**src/bba_pkg.sv**
```systemverilog
// Shared types and codes of the buddy block allocator.
// Used by the controller, the datapath and the top level; depends on nothing.
package bba_pkg;

   typedef enum logic [1:0] {
      NODE_ABSENT,
      NODE_FREE,
      NODE_USED,
      NODE_SPLIT
   } node_state_type;

   localparam logic [1:0] RSP_OK        = 2'd0;
   localparam logic [1:0] RSP_FULL      = 2'd1;
   localparam logic [1:0] RSP_NOT_FOUND = 2'd2;

   typedef enum logic [3:0] {
      S_CLEAR,
      S_IDLE,
      S_START,
      S_SREAD,
      S_SCHECK,
      S_SPLIT,
      S_SPLIT2,
      S_FREAD,
      S_FCHECK,
      S_MREAD,
      S_MCHECK,
      S_MABS,
      S_DONE
   } ctrl_state_type;

   typedef enum logic [3:0] {
      OP_NONE,
      OP_CLEAR,
      OP_LOAD,
      OP_READ_ALLOC,
      OP_SCAN_NEXT,
      OP_SPLIT_SELF,
      OP_SPLIT_RIGHT,
      OP_MARK_USED,
      OP_READ_FREE,
      OP_DESCEND,
      OP_FREE_FOUND,
      OP_READ_BUDDY,
      OP_WRITE_FREE,
      OP_ABSENT_SELF,
      OP_ABSENT_BUDDY,
      OP_EMIT
   } dp_op_type;

   typedef struct packed {
      logic [1:0] node;
      logic       bad;
      logic       lv_zero;
      logic       lv_lt_d;
      logic       lv_at_max;
      logic       pos_last;
      logic       aligned;
      logic       clr_done;
      logic       rsp_full;
   } dp_status_type;

endpackage

```
**src/bba_ram.sv**
```systemverilog
// Generic single-write, single-read RAM with registered read data.
// Depends on nothing.
module bba_ram #(
   parameter int WIDTH = 2,
   parameter int DEPTH = 511
) (
   input  logic                     clock,
   input  logic                     wr_en,
   input  logic [$clog2(DEPTH)-1:0] wr_addr,
   input  logic [WIDTH-1:0]         wr_data,
   input  logic [$clog2(DEPTH)-1:0] rd_addr,
   output logic [WIDTH-1:0]         rd_data
);

   logic [WIDTH-1:0] mem_ff [DEPTH];
   logic [WIDTH-1:0] rd_data_ff;

   always_ff @(posedge clock) begin
      if (wr_en) begin
         mem_ff[wr_addr] <= wr_data;
      end
      rd_data_ff <= mem_ff[rd_addr];
   end

   assign rd_data = rd_data_ff;

endmodule

```
**src/bba_datapath.sv**
```systemverilog
// Datapath of the buddy block allocator: tree memory, level and position
// registers, free byte count and result registers. Uses bba_pkg and bba_ram.
module bba_datapath #(
   parameter int PAGE_LOG2      = 16,
   parameter int MIN_BLOCK_LOG2 = 8
) (
   input  logic                  clock,
   input  logic                  reset,
   input  bba_pkg::dp_op_type    op,
   input  logic                  rsp_taken,
   input  logic                  req_mode,
   input  logic [16:0]           req_request_size,
   input  logic [15:0]           req_block_offset,
   output bba_pkg::dp_status_type st,
   output logic                  rsp_valid,
   output logic [1:0]            rsp_status,
   output logic [15:0]           rsp_granted_offset,
   output logic [16:0]           rsp_free_bytes
);

   localparam int MINB       = (MIN_BLOCK_LOG2 < PAGE_LOG2) ? MIN_BLOCK_LOG2 : PAGE_LOG2;
   localparam int LEVELS     = PAGE_LOG2 - MINB;
   localparam int NODE_COUNT = (2 << LEVELS) - 1;
   localparam int AW         = LEVELS + 1;
   localparam int POSW       = LEVELS + 1;
   localparam int LW         = $clog2(LEVELS + 2);
   localparam int KW         = $clog2(PAGE_LOG2 + 1);
   localparam int FCW        = PAGE_LOG2 + 1;

   logic [LW-1:0]   lv_ff, lv_in, d_ff, d_in;
   logic [POSW-1:0] pos_ff, pos_in;
   logic [KW-1:0]   k_ff, k_in;
   logic [15:0]     off_ff, off_in;
   logic            bad_ff, bad_in;
   logic [AW-1:0]   clr_ff, clr_in;
   logic [FCW-1:0]  fc_ff, fc_in;
   logic [1:0]      res_status_ff, res_status_in;
   logic [15:0]     res_offset_ff, res_offset_in;
   logic            rsp_valid_ff, rsp_valid_in;
   logic [1:0]      rsp_status_ff, rsp_status_in;
   logic [15:0]     rsp_offset_ff, rsp_offset_in;
   logic [16:0]     rsp_free_ff, rsp_free_in;

   logic            wr_en;
   logic [AW-1:0]   wr_addr, rd_addr;
   logic [1:0]      wr_data, rd_data;
   logic [5:0]      sh;
   logic [POSW-1:0] off_pos;
   logic [16:0]     size1;
   logic [16:0]     sm1;
   int              kc;

   function automatic logic [AW-1:0] node_index(input logic [LW-1:0] lv,
                                                input logic [POSW-1:0] pos);
      node_index = AW'((AW'(1) << lv) - AW'(1)) + AW'(pos);
   endfunction

   bba_ram #(.WIDTH(2), .DEPTH(NODE_COUNT)) u_tree (
      .clock   (clock),
      .wr_en   (wr_en),
      .wr_addr (wr_addr),
      .wr_data (wr_data),
      .rd_addr (rd_addr),
      .rd_data (rd_data)
   );

   assign sh      = 6'(PAGE_LOG2) - 6'(lv_ff);
   assign off_pos = POSW'(32'(off_ff) >> sh);
   assign size1   = (req_request_size == 17'd0) ? 17'd1 : req_request_size;
   assign sm1     = size1 - 17'd1;

   always_comb begin
      kc = 0;
      for (int i = 0; i < 17; i++) begin
         if (sm1[i]) begin
            kc = i + 1;
         end
      end
      if (kc < MINB) begin
         kc = MINB;
      end
   end

   always_comb begin
      lv_in         = lv_ff;
      d_in          = d_ff;
      pos_in        = pos_ff;
      k_in          = k_ff;
      off_in        = off_ff;
      bad_in        = bad_ff;
      clr_in        = clr_ff;
      fc_in         = fc_ff;
      res_status_in = res_status_ff;
      res_offset_in = res_offset_ff;
      rsp_status_in = rsp_status_ff;
      rsp_offset_in = rsp_offset_ff;
      rsp_free_in   = rsp_free_ff;
      rsp_valid_in  = rsp_valid_ff;
      wr_en         = 1'b0;
      wr_addr       = node_index(lv_ff, pos_ff);
      wr_data       = bba_pkg::NODE_ABSENT;
      rd_addr       = node_index(lv_ff, pos_ff);
      case (op)
         bba_pkg::OP_CLEAR: begin
            wr_en   = 1'b1;
            wr_addr = clr_ff;
            wr_data = (clr_ff == '0) ? bba_pkg::NODE_FREE : bba_pkg::NODE_ABSENT;
            clr_in  = clr_ff + AW'(1);
         end
         bba_pkg::OP_LOAD: begin
            k_in          = KW'(kc);
            d_in          = LW'(PAGE_LOG2 - kc);
            off_in        = req_block_offset;
            pos_in        = '0;
            lv_in         = req_mode ? '0 : LW'(PAGE_LOG2 - kc);
            bad_in        = req_mode ? (32'(req_block_offset) >= (32'd1 << PAGE_LOG2))
                                     : (32'(size1) > (32'd1 << PAGE_LOG2));
            res_status_in = req_mode ? bba_pkg::RSP_NOT_FOUND : bba_pkg::RSP_FULL;
            res_offset_in = '0;
         end
         bba_pkg::OP_READ_ALLOC: begin
            rd_addr = node_index(lv_ff, pos_ff);
         end
         bba_pkg::OP_SCAN_NEXT: begin
            if (st.pos_last) begin
               lv_in  = lv_ff - LW'(1);
               pos_in = '0;
            end else begin
               pos_in = pos_ff + POSW'(1);
            end
         end
         bba_pkg::OP_SPLIT_SELF: begin
            wr_en   = 1'b1;
            wr_data = bba_pkg::NODE_SPLIT;
         end
         bba_pkg::OP_SPLIT_RIGHT: begin
            wr_en   = 1'b1;
            wr_addr = node_index(lv_ff + LW'(1), {pos_ff[POSW-2:0], 1'b1});
            wr_data = bba_pkg::NODE_FREE;
            lv_in   = lv_ff + LW'(1);
            pos_in  = {pos_ff[POSW-2:0], 1'b0};
         end
         bba_pkg::OP_MARK_USED: begin
            wr_en         = 1'b1;
            wr_data       = bba_pkg::NODE_USED;
            fc_in         = fc_ff - (FCW'(1) << k_ff);
            res_status_in = bba_pkg::RSP_OK;
            res_offset_in = 16'(32'(pos_ff) << k_ff);
         end
         bba_pkg::OP_READ_FREE: begin
            rd_addr = node_index(lv_ff, off_pos);
            pos_in  = off_pos;
         end
         bba_pkg::OP_DESCEND: begin
            lv_in = lv_ff + LW'(1);
         end
         bba_pkg::OP_FREE_FOUND: begin
            fc_in         = fc_ff + (FCW'(1) << sh);
            res_status_in = bba_pkg::RSP_OK;
            res_offset_in = '0;
         end
         bba_pkg::OP_READ_BUDDY: begin
            rd_addr = node_index(lv_ff, pos_ff ^ POSW'(1));
         end
         bba_pkg::OP_WRITE_FREE: begin
            wr_en   = 1'b1;
            wr_data = bba_pkg::NODE_FREE;
         end
         bba_pkg::OP_ABSENT_SELF: begin
            wr_en   = 1'b1;
            wr_data = bba_pkg::NODE_ABSENT;
         end
         bba_pkg::OP_ABSENT_BUDDY: begin
            wr_en   = 1'b1;
            wr_addr = node_index(lv_ff, pos_ff ^ POSW'(1));
            wr_data = bba_pkg::NODE_ABSENT;
            lv_in   = lv_ff - LW'(1);
            pos_in  = pos_ff >> 1;
         end
         bba_pkg::OP_EMIT: begin
            rsp_status_in = res_status_ff;
            rsp_offset_in = res_offset_ff;
            rsp_free_in   = 17'(fc_ff);
         end
         default: begin
         end
      endcase
      if (op == bba_pkg::OP_EMIT) begin
         rsp_valid_in = 1'b1;
      end else if (rsp_taken) begin
         rsp_valid_in = 1'b0;
      end
   end

   always_ff @(posedge clock) begin
      if (reset) begin
         clr_ff       <= '0;
         fc_ff        <= FCW'(1) << PAGE_LOG2;
         rsp_valid_ff <= 1'b0;
      end else begin
         clr_ff       <= clr_in;
         fc_ff        <= fc_in;
         rsp_valid_ff <= rsp_valid_in;
      end
      lv_ff         <= lv_in;
      d_ff          <= d_in;
      pos_ff        <= pos_in;
      k_ff          <= k_in;
      off_ff        <= off_in;
      bad_ff        <= bad_in;
      res_status_ff <= res_status_in;
      res_offset_ff <= res_offset_in;
      rsp_status_ff <= rsp_status_in;
      rsp_offset_ff <= rsp_offset_in;
      rsp_free_ff   <= rsp_free_in;
   end

   assign st.node      = rd_data;
   assign st.bad       = bad_ff;
   assign st.lv_zero   = (lv_ff == '0);
   assign st.lv_lt_d   = (lv_ff < d_ff);
   assign st.lv_at_max = (lv_ff == LW'(LEVELS));
   assign st.pos_last  = (pos_ff == POSW'((POSW'(1) << lv_ff) - POSW'(1)));
   assign st.aligned   = ((32'(pos_ff) << sh) == 32'(off_ff));
   assign st.clr_done  = (clr_ff == AW'(NODE_COUNT - 1));
   assign st.rsp_full  = rsp_valid_ff;

   assign rsp_valid          = rsp_valid_ff;
   assign rsp_status         = rsp_status_ff;
   assign rsp_granted_offset = rsp_offset_ff;
   assign rsp_free_bytes     = rsp_free_ff;

endmodule

```
**src/bba_ctrl.sv**
```systemverilog
// Controller state machine of the buddy block allocator.
// Uses bba_pkg; drives the datapath through one operation code per cycle.
module bba_ctrl (
   input  logic                   clock,
   input  logic                   reset,
   input  logic                   req_valid,
   input  logic                   req_mode,
   output logic                   req_ready,
   input  logic                   rsp_ready,
   input  bba_pkg::dp_status_type st,
   output bba_pkg::dp_op_type     op,
   output logic                   rsp_taken
);

   bba_pkg::ctrl_state_type state_ff, state_in;
   logic                    mode_ff, mode_in;

   logic node_free, node_used, node_split;
   assign node_free  = (st.node == bba_pkg::NODE_FREE);
   assign node_used  = (st.node == bba_pkg::NODE_USED);
   assign node_split = (st.node == bba_pkg::NODE_SPLIT);
   assign rsp_taken  = st.rsp_full && rsp_ready;

   always_comb begin
      state_in = state_ff;
      mode_in  = mode_ff;
      case (state_ff)
         bba_pkg::S_CLEAR: begin
            if (st.clr_done) begin
               state_in = bba_pkg::S_IDLE;
            end
         end
         bba_pkg::S_IDLE: begin
            if (req_valid) begin
               mode_in  = req_mode;
               state_in = bba_pkg::S_START;
            end
         end
         bba_pkg::S_START: begin
            if (st.bad) begin
               state_in = bba_pkg::S_DONE;
            end else if (mode_ff) begin
               state_in = bba_pkg::S_FREAD;
            end else begin
               state_in = bba_pkg::S_SREAD;
            end
         end
         bba_pkg::S_SREAD: begin
            state_in = bba_pkg::S_SCHECK;
         end
         bba_pkg::S_SCHECK: begin
            if (node_free) begin
               state_in = bba_pkg::S_SPLIT;
            end else if (st.pos_last && st.lv_zero) begin
               state_in = bba_pkg::S_DONE;
            end else begin
               state_in = bba_pkg::S_SREAD;
            end
         end
         bba_pkg::S_SPLIT: begin
            state_in = st.lv_lt_d ? bba_pkg::S_SPLIT2 : bba_pkg::S_DONE;
         end
         bba_pkg::S_SPLIT2: begin
            state_in = bba_pkg::S_SPLIT;
         end
         bba_pkg::S_FREAD: begin
            state_in = bba_pkg::S_FCHECK;
         end
         bba_pkg::S_FCHECK: begin
            if (node_used && st.aligned) begin
               state_in = bba_pkg::S_MREAD;
            end else if (!node_split || st.lv_at_max) begin
               state_in = bba_pkg::S_DONE;
            end else begin
               state_in = bba_pkg::S_FREAD;
            end
         end
         bba_pkg::S_MREAD: begin
            state_in = st.lv_zero ? bba_pkg::S_DONE : bba_pkg::S_MCHECK;
         end
         bba_pkg::S_MCHECK: begin
            state_in = node_free ? bba_pkg::S_MABS : bba_pkg::S_DONE;
         end
         bba_pkg::S_MABS: begin
            state_in = bba_pkg::S_MREAD;
         end
         bba_pkg::S_DONE: begin
            if (!st.rsp_full || rsp_ready) begin
               state_in = bba_pkg::S_IDLE;
            end
         end
         default: begin
            state_in = bba_pkg::S_CLEAR;
         end
      endcase
   end

   always_comb begin
      op        = bba_pkg::OP_NONE;
      req_ready = 1'b0;
      case (state_ff)
         bba_pkg::S_CLEAR: begin
            op = bba_pkg::OP_CLEAR;
         end
         bba_pkg::S_IDLE: begin
            req_ready = 1'b1;
            if (req_valid) begin
               op = bba_pkg::OP_LOAD;
            end
         end
         bba_pkg::S_SREAD: begin
            op = bba_pkg::OP_READ_ALLOC;
         end
         bba_pkg::S_SCHECK: begin
            if (!node_free && !(st.pos_last && st.lv_zero)) begin
               op = bba_pkg::OP_SCAN_NEXT;
            end
         end
         bba_pkg::S_SPLIT: begin
            op = st.lv_lt_d ? bba_pkg::OP_SPLIT_SELF : bba_pkg::OP_MARK_USED;
         end
         bba_pkg::S_SPLIT2: begin
            op = bba_pkg::OP_SPLIT_RIGHT;
         end
         bba_pkg::S_FREAD: begin
            op = bba_pkg::OP_READ_FREE;
         end
         bba_pkg::S_FCHECK: begin
            if (node_used && st.aligned) begin
               op = bba_pkg::OP_FREE_FOUND;
            end else if (node_split && !st.lv_at_max) begin
               op = bba_pkg::OP_DESCEND;
            end
         end
         bba_pkg::S_MREAD: begin
            op = st.lv_zero ? bba_pkg::OP_WRITE_FREE : bba_pkg::OP_READ_BUDDY;
         end
         bba_pkg::S_MCHECK: begin
            op = node_free ? bba_pkg::OP_ABSENT_SELF : bba_pkg::OP_WRITE_FREE;
         end
         bba_pkg::S_MABS: begin
            op = bba_pkg::OP_ABSENT_BUDDY;
         end
         bba_pkg::S_DONE: begin
            if (!st.rsp_full || rsp_ready) begin
               op = bba_pkg::OP_EMIT;
            end
         end
         default: begin
         end
      endcase
   end

   always_ff @(posedge clock) begin
      if (reset) begin
         state_ff <= bba_pkg::S_CLEAR;
      end else begin
         state_ff <= state_in;
      end
      mode_ff <= mode_in;
   end

endmodule

```
**src/buddy_block_allocator.sv**
```systemverilog
// Buddy allocator for one page of 2^PAGE_LOG2 bytes in blocks of at least
// 2^MIN_BLOCK_LOG2 bytes. After reset the block clears the node memory, all
// 2^(LEVELS+1)-1 tree nodes (511 at the defaults), and accepts no item until
// that is done. An allocate item inspects tree nodes on its way from the wanted
// level toward the root until it finds a free one, then splits that block down
// to the wanted level and marks it used; one that finds no free block or is
// oversize goes straight to the result. Each node check takes a read state and
// a check state because the node memory has a registered read. A free item
// descends from the root level by level until it finds its block, frees it and
// merges it with free buddies toward the root. Emitting waits while the
// previous result is still not taken. One item is worked on at a time; the next
// item is taken while the previous result still waits in the output register.
// Uses bba_pkg, bba_ctrl, bba_datapath and bba_ram.
module buddy_block_allocator #(
   parameter int PAGE_LOG2      = 16,
   parameter int MIN_BLOCK_LOG2 = 8
) (
   input  logic        clock,
   input  logic        reset,
   input  logic        req_valid,
   output logic        req_ready,
   input  logic        req_mode,
   input  logic [16:0] req_request_size,
   input  logic [15:0] req_block_offset,
   output logic        rsp_valid,
   input  logic        rsp_ready,
   output logic [1:0]  rsp_status,
   output logic [15:0] rsp_granted_offset,
   output logic [16:0] rsp_free_bytes
);

   bba_pkg::dp_op_type     op;
   bba_pkg::dp_status_type st;
   logic                   rsp_taken;

   bba_ctrl u_ctrl (
      .clock     (clock),
      .reset     (reset),
      .req_valid (req_valid),
      .req_mode  (req_mode),
      .req_ready (req_ready),
      .rsp_ready (rsp_ready),
      .st        (st),
      .op        (op),
      .rsp_taken (rsp_taken)
   );

   bba_datapath #(
      .PAGE_LOG2      (PAGE_LOG2),
      .MIN_BLOCK_LOG2 (MIN_BLOCK_LOG2)
   ) u_datapath (
      .clock              (clock),
      .reset              (reset),
      .op                 (op),
      .rsp_taken          (rsp_taken),
      .req_mode           (req_mode),
      .req_request_size   (req_request_size),
      .req_block_offset   (req_block_offset),
      .st                 (st),
      .rsp_valid          (rsp_valid),
      .rsp_status         (rsp_status),
      .rsp_granted_offset (rsp_granted_offset),
      .rsp_free_bytes     (rsp_free_bytes)
   );

endmodule
```
**config.mk**
```make
export PLATFORM = sky130hd
export DESIGN_NAME = buddy_block_allocator
export DESIGN_NICKNAME = d
export VERILOG_FILES = /design/src/bba_pkg.sv /design/src/bba_ram.sv /design/src/bba_datapath.sv /design/src/bba_ctrl.sv /design/src/buddy_block_allocator.sv
export SDC_FILE = /design/constraint.sdc
export NUM_CORES = 2
export LEC_CHECK = 0
export BUFFER_PORTS_ARGS = -buffer_cell sky130_fd_sc_hd__clkbuf_2
export CORE_ASPECT_RATIO = 2
export CORE_UTILIZATION = 50
export CTS_BUF_LIST = sky130_fd_sc_hd__clkbuf_8
export CTS_CLUSTER_SIZE = 12
export DETAILED_ROUTE_END_ITERATION = 12
export PLACE_DENSITY_LB_ADDON = 0.2
export SLEW_MARGIN = 15
export SYNTH_ARGS = -nofsm -noshare
export SYNTH_HDL_FRONTEND = slang
export SYNTH_SLANG_ARGS = --single-unit
```
**constraint.sdc**
```tcl
create_clock -name clock -period 29.3 [get_ports clock]
set_input_delay 1.465 -clock clock [delete_from_list [all_inputs] [get_ports clock]]
set_output_delay 1.465 -clock clock [all_outputs]
set_load 0.02 [all_outputs]
```
# == After elaboration in Yosys (flattened, before gate mapping) ==
# Memories as Yosys holds them, arrays and structs flattened. A register that Yosys moved wholly into a read port is not among the register bits.
# Index checks and enable logic that the tools add are counted.
# classes
n_addsub,15
magnitude_cmp,3
eq_ne,37
shift,7
muxes,60
bitwise_logic,1
n_reduce_logical,30
# ops
operator,n
$mux W32,16
$eq A4 B4 Y1 const B,14
$mux W4,14
$pmux W4 S13,1
$pmux W4 S12,1
$pmux W9 S5,1
$add A9 B9 Y9,4
$pmux W17 S2,1
$eq A32 B16 Y1,1
$eq A4 B3 Y1 const B,8
$lt A32 B5 Y1 const B,1
$pmux W16 S2,1
$shl A9 B6 Y32,1
$pmux W9 S3,1
$add A9 B1 Y9 const B,2
$pmux W9 S2,1
$shl A1 B4 Y9 const A,2
$sub A9 B2 Y9 const B,2
$add A17 B17 Y17,1
$gt A17 B17 Y1 const B,1
$logic_not A17 Y1,1
$mux W17,1
$shl A1 B5 Y17 const A,1
$shl A1 B6 Y17 const A,1
38 further kinds,75
# totals
reg_bits,124
mem_bits_rw,1022
out_inout_bits,37
n_memories,1
# mem_list
name,words,word_bits,rd,rd_clocked_by_memory_dff,wr,line_no,text
u_datapath.u_tree.mem_ff,511,2,1,1,1,bba_ram.sv:15,logic [WIDTH-1:0] mem_ff [DEPTH];

# == Logic depth before layout (Yosys ltp) ==
# depth
word_depth,25
mapped_depth,32
depth_no_buf,26

# == Hierarchy ==
# Synthesis repeated with hierarchy kept, for this count alone.
# unflattened
hier_cells,3708
area_unflattened_um2,52959.5
# by_module_without_submodules
module,n_inst,cells_per_inst,area_each_um2
bba_ram,1,2401,41812.6
bba_datapath,1,1212,10485.1
bba_ctrl,1,95,661.9

# == Least setup slack after synthesis ==
# No wires, ideal clock.
# synth_timing
path_type,register to register
start,register u_ctrl.state_ff[0]
end,"memory u_datapath.u_tree.mem_ff[0][0], data pin"
arrival_time_ns,19.233
t_required_ns,27.215
setup_slack_ns,7.982
path_stages_with_launch,8
path_buffers,2
cell_sequence,dfxtp_1 buf_2 clkbuf_1 nand2b_1 nor2_1 a211oi_2 o2111ai_1 nand2_1
# synth_via
elab_chain_len,5
word_cells_on_any_way,20
cone_classes,eq/ne (16); mux (2); reduce/logical (2)
# synth_lines
item,line_no,text
"start, declared",bba_ctrl.sv:15,"bba_pkg::ctrl_state_type state_ff, state_in;"
"start signal, assigned",bba_ctrl.sv:156,state_ff <= bba_pkg::S_CLEAR;
"start signal, assigned",bba_ctrl.sv:158,state_ff <= state_in;
$eq A4 B4 Y1 (tied with other cells),bba_ctrl.sv:101,case (state_ff)
$pmux W4 S12 (*),bba_ctrl.sv:101,
$eq A4 B4 Y1 / $eq A4 B3 Y1 (equally long branches),-,
$reduce_or A2 Y1 (no source line),-,
$pmux W2 S4 (*),bba_datapath.sv:103,case (op)
named net u_datapath.u_tree.wr_data[0],bba_ram.sv:10,"input logic [WIDTH-1:0] wr_data,"
"end, declared",bba_ram.sv:15,
# The timed path passes the listed nets; every way through them passes the cells marked *.

# == Worst setup path in the final report ==
# layout_timing
start,register u_datapath.lv_ff[2]
end,register u_datapath.u_tree.rd_data_ff[0] (netlist: u_datapath.u_tree.rd_data[0]) (read register of u_datapath.u_tree.mem_ff)
# layout_via
elab_chain_len,10
word_cells_on_any_way,28
cone_classes,add/sub (5); order compare (1); eq/ne (5); shift (3); mux (7); reduce/logical (7)
# layout_lines
item,line_no,text
"start, declared",bba_datapath.sv:30,"logic [LW-1:0] lv_ff, lv_in, d_ff, d_in;"
"start signal, assigned",bba_datapath.sv:205,lv_ff <= lv_in;
branches (longest 9 deep; another with $sub A5 B4 Y6),-,
$pmux W9 S2 (*),bba_datapath.sv:103,
"end, declared",bba_ram.sv:16,logic [WIDTH-1:0] rd_data_ff;
# Mark *: on every way between the ends.
# A chain may end at the register's enable or synchronous reset.

==> summary.md <==
| Metric | Value |
|---|---|
| VDD IR-drop max | approximately 0.044 mV |
| Die Ht | 467.7 um |
| Post-synthesis adder-cell area fraction | 0.01546 |
| Clock latency on the worst-skew pair | around 0.88 ns |
| CP required | about 30 ns |
| CTS tree | built |
| Synth cell types | 105 |
| Static leakage | 20.07 nW |
| Final ANT Viol Nets | 0 |
| Clock period minus worst slack | 8.433 ns |
| Crit-path max FO | about 160 |
| CP Class | register to register |
| HPWL reported at the end of detailed placement | ~110 mm |
| Achievable frequency | ~120 MHz |
| Row count | 170 |
| #FFs+latches synth | between 1000 and 1500 |
| TritonCTS buffer count | roughly 160 |
| FILL cells | approximately 9200 |
| Most common cell after layout, fill and taps aside | edfxtp_1 |
| RSZ-0062 raised after global routing | no |
| Mean Syn Cell Area | 11.35 um^2 |
| Clk buf depth | 3 |
| Initial DRC Count | 3700 |
| Initial Util | 0.5048 |
| Layout cells sized above 1 | 0.09353 |
| Drt wl/cell | about 27 um |
| Compound-gate portion of the synthesized area | 0.1342 |
| Crit. End Element | register |
| Synth warn | 0 |
| Total setup buffers inserted after CTS | 0 |
| Global-route wire length before repair | roughly 250 mm |
| Cell count after synthesis | around 4800 |
| Reg2reg path depth | 20 |
| Post-CTS Resized | 0 |
| Area occupied by multi-input gates | between 15000 and 20000 um^2 |
| Grt ovf | 0 |
| Mux cell area share after synthesis | 0.02093 |
| Area Overhead vs Synth | 7.771% |
| Via count | around 40000 |
| Asr flop ratio synth | 0 |
| DR pass1 iterations | 6 |
| Post-synth top flop | edfxtp_1 |
| Slowest stage cell, crit path | mux2i_1 |
| CP arrival | approximately 9.2 ns |
| Io pins | 75 |
| EDFF count, synth | between 1000 and 1500 |
| Critical path launch point type | register |
| Core box area | between 100000 and 150000 um^2 |
| Final Hold Fails | 0 |
| FF+latch area | ~34000 um^2 |
| Crit path top cell by count | buf_4 |
| Synth Area in Simple Gates | 0.1516 |
| DRC errors left | 0 |
| Global Route Usage Sum | 0.3076 |
| Sum Neg Setup Slack | 0 ns |
| Seq/Total Area, Yosys | 0.6291 |
| Max_slew headroom | 0.1090 |
| Final nets | slightly below 5000 |
| Hold Path Depth | 0 |
| Period utilization | 0.2878 |
| Largest family of logic cells by synthesized area | simple AND/OR/NAND/NOR gates |
| Worst path max stage delay | 1.05 ns |
| Mapped Nets | between 4000 and 5000 |
| Final wirelength | about 170 mm |
| Power, Total | between 3 and 4 mW |
| Via density | about 6.4 |
| Most frequent cells in the layout | edfxtp_1, nand2_1, nor2_1, a21oi_1, a32oi_1 |
| Power Density | 53.04 nW/um^2 |
| Post-synthesis xor/xnor area fraction | 0.01306 |
| Cell Area, Synth | between 50000 and 60000 um^2 |
| Die area | between 100000 and 150000 um^2 |
| Pin count of the biggest net entering global routing | ~210 |
| Skew final | approximately 0.044 ns |
| Status | finished, final reports clean |
| Critical-path cell list | o31ai_1 > and2_0 > buf_4 > mux4_2 > o21ai_0 > a22o_1 > fa_1 > a32o_1 > nor2_4 > buf_12 > buf_4 > buf_4 > a21oi_1 > a32oi_1 > a22o_1 > a221oi_1 > mux2i_1 > a32o_1 > o311ai_1 > o31ai_1 |
| Pins Over Slew Limit | 0 |
| Reg clk slew, reported paths | around 0.070 ns |
| Initial antenna violation count | 4 |
| Transition time of the tightest slew-check pin | roughly 1.3 ns |
| # clock sinks | 1147 |
| CTS Hold Buffers Added | 0 |
| GPL Wtd Cong | about 1.0 |
| Vias in the first global route | roughly 40000 |
| IO buf count | 74 |
| Final Setup Violations | 0 |
| Min-Delay Path Class | register to register |
| Maxcap violations | 0 |
| H-tree Lvls | 4 |
| Die width | approximately 230 um |
| Clock root cell | clkbuf_8 |
state kept, by name, summed over array words and instances, names as in the netlist:
signal and cells:
u_datapath.clr_ff 9, u_ctrl.mode_ff 1, u_datapath.d_ff 4, u_datapath.rsp_free_bytes 17, u_datapath.k_ff 4, u_datapath.u_tree.mem_ff 1022, u_ctrl.state_ff 4, u_datapath.pos_ff 9
u_datapath.off_ff 16, u_datapath.res_offset_ff 16, u_datapath.lv_ff 4, u_datapath.rsp_valid 1, u_datapath.fc_ff 17, u_datapath.rsp_status 2, u_datapath.bad_ff 1, u_datapath.rsp_granted_offset 16
u_datapath.u_tree.rd_data 2, u_datapath.res_status_ff 2
cells by family (layout without fill, tap and decap cells):
group	Yosys count	count (layout)
AND/OR/NAND/NOR	1945	1945
flip-flops	1147	1147
AO/OA/AOI/OAI	1028	1028
buffers and inverters	414	491
multiplexers	99	99
XOR/XNOR	80	80
adder cells (fa/ha/maj)	64	64
other	0	2
worst max-delay path: cells and delay by family, from the launching register on:
family,cells,cell delay (ns)
buffers and inverters,4,2.22
DFF,1,0.70
and+or+nand+nor,2,0.39
AOI/OAI and AO/OA,11,2.85
muxes,2,1.58
adders and majority gates,1,0.48
cells in the mapped netlist (all sizes together) (13+ instances only):
| library cell | count | area [um^2] |
|---|---|---|
| a211oi | 48 | 392.9 |
| a21o | 22 | 165.2 |
| a21oi | 297 | 1498 |
| a221oi | 43 | 376.6 |
| a22o | 60 | 525.5 |
| a22oi | 44 | 330.3 |
| a311oi | 13 | 113.9 |
| a31oi | 58 | 377.9 |
| a32oi | 185 | 1635 |
| and2 | 24 | 150.1 |
| and3 | 60 | 375.4 |
| buf | 256 | 1343 |
| clkbuf | 110 | 412.9 |
| dfxtp | 33 | 660.6 |
| edfxtp | 1114 | 33450 |
| ha | 59 | 738.2 |
| inv | 47 | 176.4 |
| mux2 | 15 | 168.9 |
| mux2i | 74 | 740.7 |
| nand2 | 943 | 3552 |
| nand2b | 28 | 175.2 |
| nand3 | 81 | 405.4 |
| nand4 | 21 | 131.4 |
| nor2 | 635 | 2394 |
| nor2b | 29 | 181.4 |
| nor3 | 40 | 205.2 |
| o211ai | 17 | 127.6 |
| o21a | 16 | 120.1 |
| o21ai | 101 | 509.2 |
| o22a | 13 | 113.9 |
| or3 | 22 | 142.6 |
| xnor2 | 56 | 490.5 |
| xor2 | 24 | 217.7 |
stage by stage:
step	worst slack, ns	hold slack, ns	instances	util	area (um^2)
after CTS	21.27	0.4233	6229	0.5440	58430
after global placement	21.44	0.4016	5941	0.5157	55400
after floorplan	7.982	0.4003	4777	-	54230
final	20.87	0.4189	6232	0.5441	58440
after detailed placement	21.30	0.4068	5941	0.5157	55400
after global routing	20.64	0.4245	6232	0.5441	58440
per-layer routing:
metal  up-vias  global-route usage  share of wire  wire [um]
met5         -                   0              0          0
met1     19630              0.2915           0.31      53240
met3       724             0.05532          0.067      11350
met2      1843              0.5577           0.52      88230
li1      17590                   -              -          -
met4         0              0.2917           0.10      17870
path summary, 6_finish.rpt:
check             slack, ns                                     endpoint                                        from
setup / recovery      20.87         u_datapath.u_tree.rd_data[0]$_DFF_P_               u_datapath.lv_ff[2]$_DFFE_PP_
setup reg to reg      20.87         u_datapath.u_tree.rd_data[0]$_DFF_P_               u_datapath.lv_ff[2]$_DFFE_PP_
hold / removal         0.42  u_datapath.rsp_granted_offset[10]$_DFFE_PP_  u_datapath.res_offset_ff[10]$_SDFFCE_PP0P_
hold reg to reg        0.42  u_datapath.rsp_granted_offset[10]$_DFFE_PP_  u_datapath.res_offset_ff[10]$_SDFFCE_PP0P_
report_power, final:
| group | internal, mW | leakage (nW) | switching (mW) |
|---|---|---|---|
| Combinational | 0.00984 | 7.03 | 0.0657 |
| Clock | 0.585 | 1.74 | 0.624 |
| Sequential | 1.81 | 11.3 | 0.00105 |
area by class of cell:
cell class / instances / share of cell area
Sequential cell: 1147 / 0.5837
Multi-Input combinational cell: 3216 / 0.3137
Clock buffer: 166 / 0.03909
Tap cell: 1376 / 0.02946
Timing Repair Buffer: 155 / 0.01798
Clock inverter: 122 / 0.01282
Inverter: 48 / 0.003083
Antenna cell: 2 / 0.00008564
Power figures use the tool's default switching activity.
